File: src/hdl/vzs_pkg.sv
// Shared types, codes and constants of the valve zone step sequencer.
// Used by the channel interfaces, the core, the step table and the checker.
// Depends on nothing.
package vzs_pkg;

    // Sizes of the step table and of the zone set.
    localparam int SLOT_COUNT = 8;
    localparam int VALVE_ZONES = 4;
    localparam logic [2:0] ZONES = 3'd4;
    localparam logic [3:0] MAX_STEPS = 4'd8;

    // Limits and scale factors of a step.
    localparam logic [10:0] MINUTES_LIMIT = 11'd1440;
    localparam logic [16:0] SEC_PER_MIN = 17'd60;

    // Configuration register indexes and reset values.
    localparam logic CFG_DEFAULT_WAKE = 1'b0;
    localparam logic CFG_POLL = 1'b1;
    localparam logic [15:0] DEFAULT_WAKE_RESET = 16'd300;
    localparam logic [15:0] POLL_RESET = 16'd60;

    // Action codes of an input transaction.
    localparam logic [2:0] ACT_TICK = 3'd0;
    localparam logic [2:0] ACT_LOAD = 3'd1;
    localparam logic [2:0] ACT_START = 3'd2;
    localparam logic [2:0] ACT_STOP = 3'd3;
    localparam logic [2:0] ACT_MANUAL = 3'd4;

    // Status codes of a result transaction.
    localparam logic [2:0] ST_IDLE = 3'd0;
    localparam logic [2:0] ST_WATERING = 3'd1;
    localparam logic [2:0] ST_FINISHED = 3'd2;
    localparam logic [2:0] ST_DISABLED = 3'd3;
    localparam logic [2:0] ST_REJECTED = 3'd4;
    localparam logic [2:0] ST_REFUSED = 3'd5;

    // Last applied valve state of a zone.
    localparam logic [1:0] APPLIED_CLOSED = 2'd0;
    localparam logic [1:0] APPLIED_OPEN = 2'd1;
    localparam logic [1:0] APPLIED_UNKNOWN = 2'd2;

    typedef struct packed {
        logic [2:0]  action;
        logic [31:0] routine_id;
        logic [2:0]  step_slot;
        logic [2:0]  zone_number;
        logic [10:0] step_minutes;
        logic [3:0]  step_total;
        logic [16:0] elapsed_seconds;
        logic        check_ok;
        logic        open_request;
    } vzs_item_t;

    typedef struct packed {
        logic        close_pulse;
        logic [1:0]  close_zone;
        logic        open_pulse;
        logic [1:0]  open_zone;
        logic [2:0]  status;
        logic [3:0]  step_number;
        logic [15:0] wake_seconds;
        logic        report_open;
    } vzs_result_t;

    // Write command to the step table. A write with set low clears the valid bit.
    typedef struct packed {
        logic        en;
        logic        set;
        logic [2:0]  slot;
        logic [1:0]  zone;
        logic [10:0] minutes;
    } vzs_slot_wr_t;

    // One step as read from the step table.
    typedef struct packed {
        logic [1:0]  zone;
        logic [10:0] minutes;
    } vzs_slot_rd_t;

endpackage

File: src/hdl/vzs_item_if.sv
// Input channel of the valve zone step sequencer: valid, ready and one item.
// Depends on vzs_pkg.
interface vzs_item_if
    import vzs_pkg::*;
();
    logic      valid;
    logic      ready;
    vzs_item_t payload;

    modport source (output valid, output payload, input ready);
    modport sink (input valid, input payload, output ready);
endinterface

File: src/hdl/vzs_result_if.sv
// Result channel of the valve zone step sequencer: valid, ready and one result.
// Depends on vzs_pkg.
interface vzs_result_if
    import vzs_pkg::*;
();
    logic        valid;
    logic        ready;
    vzs_result_t payload;

    modport source (output valid, output payload, input ready);
    modport sink (input valid, input payload, output ready);
endinterface

File: src/hdl/valve_zone_step_sequencer.sv
// Valve zone step sequencer. One transaction is accepted every clock cycle
// while results are taken; each item waits in the input register, then the
// core's state update (countdown, step table read, step seconds and wake
// interval) ends in the result register, so the sustained rate is one item
// per cycle. There is no clearing pass after reset: the step table valid
// bits clear at once. Configuration registers are to be written through the
// plain write port only while no transaction is in flight; the block itself
// does not enforce this.
// Depends on vzs_pkg, vzs_item_if, vzs_result_if, vzs_slot_table and vzs_core.
module valve_zone_step_sequencer
    import vzs_pkg::*;
(
    input  logic        clk,
    input  logic        rst_n,
    input  logic        cfg_write,
    input  logic        cfg_index,
    input  logic [15:0] cfg_data,
    vzs_item_if.sink    item_in,
    vzs_result_if.source result_out
);

    logic                  item_valid_reg;
    vzs_item_t             item_reg;
    logic                  core_ready;
    vzs_slot_wr_t          slot_wr;
    logic [2:0]            slot_rd_addr;
    vzs_slot_rd_t          slot_rd;
    logic [SLOT_COUNT-1:0] slot_valid;

    // Input register: refills as soon as the core takes its transaction.
    assign item_in.ready = !item_valid_reg || core_ready;

    always_ff @(posedge clk or negedge rst_n)
    begin
        if (!rst_n)
        begin
            item_valid_reg <= 1'b0;
        end
        else if (item_in.ready)
        begin
            item_valid_reg <= item_in.valid;
        end
    end

    always_ff @(posedge clk)
    begin
        if (item_in.valid && item_in.ready)
        begin
            item_reg <= item_in.payload;
        end
    end

    vzs_slot_table u_slot_table (
        .clk        (clk),
        .rst_n      (rst_n),
        .wr         (slot_wr),
        .rd_addr    (slot_rd_addr),
        .rd         (slot_rd),
        .valid_mask (slot_valid)
    );

    vzs_core u_core (
        .clk          (clk),
        .rst_n        (rst_n),
        .cfg_write    (cfg_write),
        .cfg_index    (cfg_index),
        .cfg_data     (cfg_data),
        .item_valid   (item_valid_reg),
        .item         (item_reg),
        .item_ready   (core_ready),
        .res_valid    (result_out.valid),
        .res          (result_out.payload),
        .res_ready    (result_out.ready),
        .slot_wr      (slot_wr),
        .slot_rd_addr (slot_rd_addr),
        .slot_rd      (slot_rd),
        .slot_valid   (slot_valid)
    );

endmodule

File: src/hdl/vzs_slot_table.sv
// Step table of the sequencer: zone and minutes per slot, plus a valid bit each.
// Depends on vzs_pkg.
module vzs_slot_table
    import vzs_pkg::*;
(
    input  logic                  clk,
    input  logic                  rst_n,
    input  vzs_slot_wr_t          wr,
    input  logic [2:0]            rd_addr,
    output vzs_slot_rd_t          rd,
    output logic [SLOT_COUNT-1:0] valid_mask
);

    logic [1:0]            slot_zone_reg [SLOT_COUNT];
    logic [10:0]           slot_minutes_reg [SLOT_COUNT];
    logic [SLOT_COUNT-1:0] slot_valid_reg;

    // Step data holds no reset; a slot is read only after it was written.
    always_ff @(posedge clk)
    begin
        if (wr.en && wr.set)
        begin
            slot_zone_reg[wr.slot] <= wr.zone;
            slot_minutes_reg[wr.slot] <= wr.minutes;
        end
    end

    // Valid bits are set by a good load and cleared by a bad one.
    always_ff @(posedge clk or negedge rst_n)
    begin
        if (!rst_n)
        begin
            slot_valid_reg <= '0;
        end
        else if (wr.en)
        begin
            slot_valid_reg[wr.slot] <= wr.set;
        end
    end

    assign rd.zone = slot_zone_reg[rd_addr];
    assign rd.minutes = slot_minutes_reg[rd_addr];
    assign valid_mask = slot_valid_reg;

endmodule

File: src/hdl/vzs_core.sv
// Sequencer core: routine state, configuration registers, the per-item update
// and the result register. Depends on vzs_pkg; drives the step table.
module vzs_core
    import vzs_pkg::*;
(
    input  logic                  clk,
    input  logic                  rst_n,
    input  logic                  cfg_write,
    input  logic                  cfg_index,
    input  logic [15:0]           cfg_data,
    input  logic                  item_valid,
    input  vzs_item_t             item,
    output logic                  item_ready,
    output logic                  res_valid,
    output vzs_result_t           res,
    input  logic                  res_ready,
    output vzs_slot_wr_t          slot_wr,
    output logic [2:0]            slot_rd_addr,
    input  vzs_slot_rd_t          slot_rd,
    input  logic [SLOT_COUNT-1:0] slot_valid
);

    // Configuration registers.
    logic [15:0] default_wake_reg;
    logic [15:0] poll_reg;

    // Routine state.
    logic        active_reg, active_next;
    logic [31:0] active_id_reg, active_id_next;
    logic [31:0] completed_id_reg, completed_id_next;
    logic [3:0]  steps_reg, steps_next;
    logic [2:0]  step_index_reg, step_index_next;
    logic        zone_open_reg, zone_open_next;
    logic [1:0]  current_zone_reg, current_zone_next;
    logic [16:0] remaining_reg, remaining_next;
    logic [1:0]  applied_reg [VALVE_ZONES];
    logic [1:0]  applied_next [VALVE_ZONES];

    // Result register.
    logic        res_valid_reg;
    vzs_result_t res_reg, res_next;

    logic                  fire;
    logic                  pending;
    logic [16:0]           remaining_sub;
    logic [3:0]            next_index;
    logic [16:0]           step_seconds;
    logic                  zone_ok;
    logic                  minutes_ok;
    logic [1:0]            zone_index;
    logic [SLOT_COUNT-1:0] need_mask;
    logic                  start_ok;
    logic [16:0]           wake_full;

    // One item per cycle whenever the result register is free or being emptied.
    assign item_ready = !res_valid_reg || res_ready;
    assign fire = item_valid && item_ready;

    assign res_valid = res_valid_reg;
    assign res = res_reg;

    // Decoding of the item fields shared by several actions.
    assign zone_ok = (item.zone_number >= 3'd1) && (item.zone_number <= ZONES);
    assign minutes_ok = (item.step_minutes >= 11'd1) && (item.step_minutes <= MINUTES_LIMIT);
    assign zone_index = item.zone_number[1:0] - 2'd1;
    assign next_index = {1'b0, step_index_reg} + 4'd1;

    // A start opens slot 0; a tick opens the slot after the current one.
    assign slot_rd_addr = (item.action == ACT_START) ? 3'd0 : next_index[2:0];
    assign step_seconds = {6'd0, slot_rd.minutes} * SEC_PER_MIN;

    // Countdown of the open step, saturating at zero.
    assign remaining_sub = (item.elapsed_seconds >= remaining_reg) ? 17'd0
                         : remaining_reg - item.elapsed_seconds;

    // A start needs every slot below the step count to be valid.
    always_comb
    begin
        for (int i = 0; i < SLOT_COUNT; i++)
        begin
            need_mask[i] = (4'(i) < item.step_total);
        end
        start_ok = (item.step_total >= 4'd1) && (item.step_total <= MAX_STEPS)
                && ((slot_valid & need_mask) == need_mask);
    end

    // Next state and result of the item at the input.
    always_comb
    begin
        active_next = active_reg;
        active_id_next = active_id_reg;
        completed_id_next = completed_id_reg;
        steps_next = steps_reg;
        step_index_next = step_index_reg;
        zone_open_next = zone_open_reg;
        current_zone_next = current_zone_reg;
        remaining_next = remaining_reg;
        applied_next = applied_reg;
        res_next = '0;
        res_next.status = active_reg ? ST_WATERING : ST_IDLE;
        slot_wr = '0;
        pending = 1'b0;
        wake_full = '0;

        case (item.action)
            ACT_TICK:
            begin
                if (active_reg)
                begin
                    // An open zone always has time left, so no reload is needed here.
                    if (zone_open_reg)
                    begin
                        remaining_next = remaining_sub;
                        if (remaining_sub == 17'd0)
                        begin
                            res_next.close_pulse = 1'b1;
                            res_next.close_zone = current_zone_reg;
                            applied_next[current_zone_reg] = APPLIED_CLOSED;
                            zone_open_next = 1'b0;
                            pending = 1'b1;
                        end
                    end
                    else
                    begin
                        pending = 1'b1;
                    end
                    // Advance only once the remote check succeeded.
                    if (pending && item.check_ok)
                    begin
                        if (next_index >= steps_reg)
                        begin
                            completed_id_next = active_id_reg;
                            active_next = 1'b0;
                            zone_open_next = 1'b0;
                            remaining_next = '0;
                            res_next.status = ST_FINISHED;
                        end
                        else
                        begin
                            step_index_next = next_index[2:0];
                            res_next.open_pulse = 1'b1;
                            res_next.open_zone = slot_rd.zone;
                            applied_next[slot_rd.zone] = APPLIED_OPEN;
                            zone_open_next = 1'b1;
                            current_zone_next = slot_rd.zone;
                            remaining_next = step_seconds;
                            res_next.status = ST_WATERING;
                        end
                    end
                end
            end
            ACT_LOAD:
            begin
                if ({1'b0, item.step_slot} >= MAX_STEPS)
                begin
                    res_next.status = ST_REJECTED;
                end
                else
                begin
                    // The table is written only by an accepted transaction.
                    slot_wr.en = fire;
                    slot_wr.slot = item.step_slot;
                    slot_wr.zone = zone_index;
                    slot_wr.minutes = item.step_minutes;
                    slot_wr.set = zone_ok && minutes_ok;
                    if (!(zone_ok && minutes_ok))
                    begin
                        res_next.status = ST_REJECTED;
                    end
                end
            end
            ACT_START:
            begin
                if (item.routine_id == 32'd0)
                begin
                    res_next.status = ST_REJECTED;
                end
                else if (active_reg && (active_id_reg == item.routine_id))
                begin
                    res_next.status = ST_WATERING;
                end
                else if (!active_reg && (completed_id_reg == item.routine_id))
                begin
                    res_next.status = ST_FINISHED;
                end
                else if (!start_ok)
                begin
                    res_next.status = ST_REJECTED;
                end
                else
                begin
                    // Close the zone of a running routine, then open step 0.
                    if (zone_open_reg)
                    begin
                        res_next.close_pulse = 1'b1;
                        res_next.close_zone = current_zone_reg;
                        applied_next[current_zone_reg] = APPLIED_CLOSED;
                    end
                    active_next = 1'b1;
                    active_id_next = item.routine_id;
                    completed_id_next = '0;
                    steps_next = item.step_total;
                    step_index_next = 3'd0;
                    res_next.open_pulse = 1'b1;
                    res_next.open_zone = slot_rd.zone;
                    applied_next[slot_rd.zone] = APPLIED_OPEN;
                    zone_open_next = 1'b1;
                    current_zone_next = slot_rd.zone;
                    remaining_next = step_seconds;
                    res_next.status = ST_WATERING;
                end
            end
            ACT_STOP:
            begin
                if (zone_open_reg)
                begin
                    res_next.close_pulse = 1'b1;
                    res_next.close_zone = current_zone_reg;
                    applied_next[current_zone_reg] = APPLIED_CLOSED;
                end
                zone_open_next = 1'b0;
                active_next = 1'b0;
                remaining_next = '0;
                steps_next = '0;
                step_index_next = '0;
                completed_id_next = '0;
                res_next.status = ST_DISABLED;
            end
            ACT_MANUAL:
            begin
                if (!zone_ok)
                begin
                    res_next.status = ST_REJECTED;
                end
                else if (active_reg)
                begin
                    res_next.status = ST_REFUSED;
                    res_next.report_open = (applied_reg[zone_index] == APPLIED_OPEN);
                end
                else
                begin
                    // Pulse only when the valve is not already in the requested state.
                    if (applied_reg[zone_index] != {1'b0, item.open_request})
                    begin
                        if (item.open_request)
                        begin
                            res_next.open_pulse = 1'b1;
                            res_next.open_zone = zone_index;
                        end
                        else
                        begin
                            res_next.close_pulse = 1'b1;
                            res_next.close_zone = zone_index;
                        end
                        applied_next[zone_index] = {1'b0, item.open_request};
                    end
                    res_next.report_open = item.open_request;
                    res_next.status = ST_IDLE;
                end
            end
            default:
            begin
                active_next = active_reg;
            end
        endcase

        // Step number and wake interval follow the state after the item.
        res_next.step_number = active_next ? ({1'b0, step_index_next} + 4'd1) : 4'd0;
        if (!active_next)
        begin
            wake_full = {1'b0, default_wake_reg};
        end
        else if (!zone_open_next)
        begin
            wake_full = {1'b0, poll_reg};
        end
        else if (remaining_next == 17'd0)
        begin
            wake_full = 17'd1;
        end
        else if (remaining_next > {1'b0, poll_reg})
        begin
            wake_full = {1'b0, poll_reg};
        end
        else
        begin
            wake_full = remaining_next;
        end
        res_next.wake_seconds = (wake_full == 17'd0) ? 16'd1 : wake_full[15:0];
    end

    // Configuration registers.
    always_ff @(posedge clk or negedge rst_n)
    begin
        if (!rst_n)
        begin
            default_wake_reg <= DEFAULT_WAKE_RESET;
            poll_reg <= POLL_RESET;
        end
        else if (cfg_write)
        begin
            if (cfg_index == CFG_DEFAULT_WAKE)
            begin
                default_wake_reg <= cfg_data;
            end
            else
            begin
                poll_reg <= cfg_data;
            end
        end
    end

    // Routine state moves on every accepted transaction.
    always_ff @(posedge clk or negedge rst_n)
    begin
        if (!rst_n)
        begin
            active_reg <= 1'b0;
            active_id_reg <= '0;
            completed_id_reg <= '0;
            steps_reg <= '0;
            step_index_reg <= '0;
            zone_open_reg <= 1'b0;
            current_zone_reg <= '0;
            remaining_reg <= '0;
            for (int i = 0; i < VALVE_ZONES; i++)
            begin
                applied_reg[i] <= APPLIED_UNKNOWN;
            end
        end
        else if (fire)
        begin
            active_reg <= active_next;
            active_id_reg <= active_id_next;
            completed_id_reg <= completed_id_next;
            steps_reg <= steps_next;
            step_index_reg <= step_index_next;
            zone_open_reg <= zone_open_next;
            current_zone_reg <= current_zone_next;
            remaining_reg <= remaining_next;
            applied_reg <= applied_next;
        end
    end

    // Result register valid flag.
    always_ff @(posedge clk or negedge rst_n)
    begin
        if (!rst_n)
        begin
            res_valid_reg <= 1'b0;
        end
        else if (fire)
        begin
            res_valid_reg <= 1'b1;
        end
        else if (res_ready)
        begin
            res_valid_reg <= 1'b0;
        end
    end

    // Result payload.
    always_ff @(posedge clk)
    begin
        if (fire)
        begin
            res_reg <= res_next;
        end
    end

endmodule

File: src/flat_wrapper.sv
// flat-port wrapper written by rule: the top's interface ports become plain ports
module valve_zone_step_sequencer_flat import vzs_pkg::*;
  (clk, rst_n, cfg_write, cfg_index, cfg_data, item_in_valid, item_in_payload, item_in_ready, result_out_valid, result_out_payload, result_out_ready);
  vzs_item_if item_in_i ();
  vzs_result_if result_out_i ();
  input  logic clk;
  input  logic rst_n;
  input  logic cfg_write;
  input  logic cfg_index;
  input  logic [15:0] cfg_data;
  input wire logic [$bits(item_in_i.valid)-1:0] item_in_valid;
  input wire logic [$bits(item_in_i.payload)-1:0] item_in_payload;
  output wire logic [$bits(item_in_i.ready)-1:0] item_in_ready;
  output wire logic [$bits(result_out_i.valid)-1:0] result_out_valid;
  output wire logic [$bits(result_out_i.payload)-1:0] result_out_payload;
  input wire logic [$bits(result_out_i.ready)-1:0] result_out_ready;
  assign item_in_i.valid = item_in_valid;
  assign item_in_i.payload = item_in_payload;
  assign item_in_ready = item_in_i.ready;
  assign result_out_valid = result_out_i.valid;
  assign result_out_payload = result_out_i.payload;
  assign result_out_i.ready = result_out_ready;
  valve_zone_step_sequencer u_core (.clk(clk), .rst_n(rst_n), .cfg_write(cfg_write), .cfg_index(cfg_index), .cfg_data(cfg_data), .item_in(item_in_i), .result_out(result_out_i));
endmodule
File: config.mk
export PLATFORM = sky130hd
export DESIGN_NAME = valve_zone_step_sequencer_flat
export DESIGN_NICKNAME = d
export VERILOG_FILES = /design/src/hdl/vzs_pkg.sv /design/src/hdl/vzs_item_if.sv /design/src/hdl/vzs_result_if.sv /design/src/hdl/valve_zone_step_sequencer.sv /design/src/hdl/vzs_slot_table.sv /design/src/hdl/vzs_core.sv /design/src/flat_wrapper.sv
export SDC_FILE = /design/constraint.sdc
export NUM_CORES = 1
export LEC_CHECK = 0
export ABC_AREA = 1
export ABC_CLOCK_PERIOD_IN_PS = 9700
export BUFFER_PORTS_ARGS = -buffer_cell sky130_fd_sc_hd__buf_2
export CAP_MARGIN = 20
export CORE_AREA = 2 2 172 342
export DETAILED_ROUTE_END_ITERATION = 10
export DIE_AREA = 0 0 174 344
export PLACE_DENSITY_LB_ADDON = 0.15
export SYNTH_ARGS = -nofsm -noshare
export SYNTH_HDL_FRONTEND = slang
export SYNTH_SLANG_ARGS = --single-unit
File: constraint.sdc
create_clock -name clk -period 9.7 [get_ports clk]
set_clock_uncertainty 0.15 [all_clocks]
set_input_delay 1.455 -clock clk [delete_from_list [all_inputs] [get_ports clk]]
set_output_delay 1.455 -clock clk [all_outputs]
set_load 0.01 [all_outputs]
==> impl_metrics.toml <==
[run_status]
outcome = "complete, no violations"

[synth]
synth_cells = 2318
synth_warnings = 0
ys_ff_latch = 351
syn_area_per_cell_um2 = 8.567
netlist_area_mm2 = 0.01986
ys.flop_type = "edfxtp_1"
yosysMostFrequentCell = "nand2_1"
synth_nets = 2497
yosys.area.top_type = "edfxtp_1"
synth.area.top_cells = "edfxtp_1, dfrtp_1, nand2_1"
yosysSeqAreaShare_pct = 49.57
netlist_top_cells_count = "nand2_1, inv_1, o21ai_0"
async_reset_ff_share_pct = 40.46
netlist.area_leader.share_pct = 31.60
synth_edf_count = 209
yosysUniqueCellTypes = 59

[timing]
hold_viol = 0
slew_headroom_pct = 29.87
tightest_slew_ns = 1.052
setup_viol = 0
finalCritPeriodShare_pct = 90.99
period_minus_slack_ns = 8.826
tns_ns = 0
slew_viol_final = 0
rsz0062_at_grt = "no"
fmax_ghz = 0.1133

[detailed_routing]
drc_errors = 0
drtIter0Drc = 1142
vias_per_cell = 5.020
detail-route-antenna-nets = 0
post_drt_wl_per_cell_um = 18.89
wl_mm = 60.74
vias = 16140
dr.pass1.iters = 6

[place]
placed_area_mm2 = 0.02128
portBuffers = 128
dp_hpwl_mm = 45.18
gp_congestion = 0.8856

[clocking]
cts_max_level = 2
clockBufferDepth = 3
clock-sinks = 351
cts.clk_slew.worst_paths_ns = 0.06
numCtsBuffers = 37
post_cts_buffers = 0
cts_tree = "built"
clk-insertion-delay-late_ns = 0.57
root_buffer = "clkbuf_16"

[grt]
grt_pass1_vias = 16270
grt_overflow = 0
grt_pass1_wl_mm = 94.04
grt_max_degree = 76
grt_use_total_pct = 20.36
antenna_found_initial = 0

[critical_path]
arrival_ns = 8.98
cp_slowest_cell = "fa_1"
cp_common_cell = "nand2_1"
crit_required_ns = 9.86
end_kind = "flip-flop"
critPathMaxStageDelay_ns = 0.53
crit_type = "reg2reg"
cp-start-kind = "flip-flop"
path_max_fanout = 52

[floorplanning]
rows = 124
die_area_mm2 = 0.05986
ios = 129
die_w_um = 174
core-area_mm2 = 0.05709
chipHeight_um = 344
initial_core_util_pct = 34.78

[cells_and_area]
drive_above_1_share_pct = 13.01
regArea_mm2 = 0.009844
multi_input_comb_area_mm2 = 0.008404
fin_area_mm2 = 0.02255
antenna_cells = 0
layout.nets = 2611
area_growth_pct = 13.54
largest_register_ffs = 88
fill_cells = 5947

[power_and_ir_drop]
p_clk_share_pct = 16.0
ir_drop_v = 0.0004871
seqPwrFrac_pct = 21.0
p_sw_mw = 4.432
p_total_mw = 8.913
combPwrFrac_pct = 62.9
powerDensity_mw_per_mm2 = 395.3
p_leak_nw = 9.961
swShare_pct = 49.72
power.internal_mw = 4.481

[hold_path]
hold_path_class = "reg2reg"

[run]
max_cap_viol_count = 0
## kinds of logic after synthesis
group,after synthesis,synth area share (%)
buf+inv,423,8.241
xor+xnor,36,1.588
simple gates,988,21.72
flops,351,49.57
mux,3,0.1701
compound gates,435,12.78
fa+ha+maj,82,5.923
## critical path, delay by kind of cell (launching register included)
| family | cells | cell delay (ns) |
|---|---|---|
| compound gates | 10 | 1.59 |
| xor+xnor | 1 | 0.37 |
| fa+ha+maj | 4 | 1.76 |
| buf+inv | 8 | 1.13 |
| flops | 1 | 0.48 |
| simple gates | 23 | 3.09 |
## routing by layer
metal | share of wire [%] | global-route usage, % | vias to the layer above
met5 | 0 | 0 | -
met4 | 4.8 | 9.821 | 0
met3 | 3.5 | 2.238 | 124
met2 | 53 | 38.46 | 422
met1 | 38 | 22.63 | 7687
li1 | - | - | 7906
## metrics by stage
| stage | hold WS, ns | util (%) | cells | setup slack (ns) |
|---|---|---|---|---|
| floorplan | 0.2968 | - | 2318 | 1.940 |
| global placement | 0.3191 | 37.27 | 3146 | 0.8233 |
| detailed placement | 0.3282 | 37.27 | 3146 | 0.5052 |
| CTS | 0.3434 | 39.33 | 3212 | 0.4841 |
| global route | 0.3521 | 39.49 | 3215 | 0.04154 |
| finish | 0.3412 | 39.49 | 3215 | 0.8741 |
## layout make-up
class                   count  share of cell area, %
flip-flops and latches    351                  43.66
multi-input cells        1544                  37.28
inverters                 351                  5.855
clock buffers              48                  4.473
well taps                 756                  4.195
repair buffers            147                  3.785
clock inverters            18                 0.7547
## worst paths after layout
| kind | startpoint | to | slack [ns] | cells after the start |
|---|---|---|---|---|
| setup / recovery | u_core.item_reg[74]$_DFFE_PP_ | u_core.u_core.res[1]$_SDFFCE_PN1P_ | 0.87 | 46 |
| hold / removal | u_core.u_core.poll_reg[14]$_DFFE_PN0P_ | u_core.u_core.poll_reg[14]$_DFFE_PN0P_ | 0.34 | 2 |
| setup reg to reg | u_core.item_reg[74]$_DFFE_PP_ | u_core.u_core.res[1]$_SDFFCE_PN1P_ | 0.87 | 46 |
| hold reg to reg | u_core.u_core.poll_reg[14]$_DFFE_PN0P_ | u_core.u_core.poll_reg[14]$_DFFE_PN0P_ | 0.34 | 2 |
| max in group asynchronous | rst_n | u_core.u_core.applied_reg[3]$_DFFE_PN1P_ | 7.45 | 3 |
| min in group asynchronous | rst_n | u_core.u_core.poll_reg[11]$_DFFE_PN0P_ | 0.75 | 1 |
## placed cells by master (no fill, tap or decap), types with 8 or more instances in the layout
cell / count
or2_2: 29
a21oi_1: 89
o21ai_0: 211
o21ai_1: 20
o211ai_1: 33
nor3_1: 24
xnor2_1: 16
edfxtp_1: 209
buf_4: 13
nor2_2: 15
o21bai_1: 9
o31ai_1: 22
nand2_2: 19
clkbuf_1: 8
ha_1: 62
o2111ai_1: 8
clkbuf_16: 38
nand4_1: 26
inv_1: 340
fa_1: 20
nor2_1: 169
dfstp_2: 12
dfrtp_1: 130
buf_2: 127
nand3_1: 107
nor4_1: 20
xor2_1: 20
nand2_1: 552
## power groups by stage
| stage | Clock, mW | Combinational [mW] | Sequential, mW |
|---|---|---|---|
| final | 1.43 | 5.61 | 1.88 |
| after global routing | 1.53 | 6.35 | 1.89 |
| after CTS | 1.47 | 5.62 | 1.88 |
| after detailed placement | 0 | 5.60 | 1.90 |
| after global placement | 0 | 5.51 | 1.90 |
| after floorplan | 0 | 4.10 | 1.85 |
## timing repair
| item | 4_1_cts | 5_1_grt |
|---|---|---|
| hold buffers | 0 | 0 |
| resized for setup | 0 | 8 |
| endpoints found under the setup margin | 0 | 3 |
No activity file was read; power rests on OpenSTA's default activity.
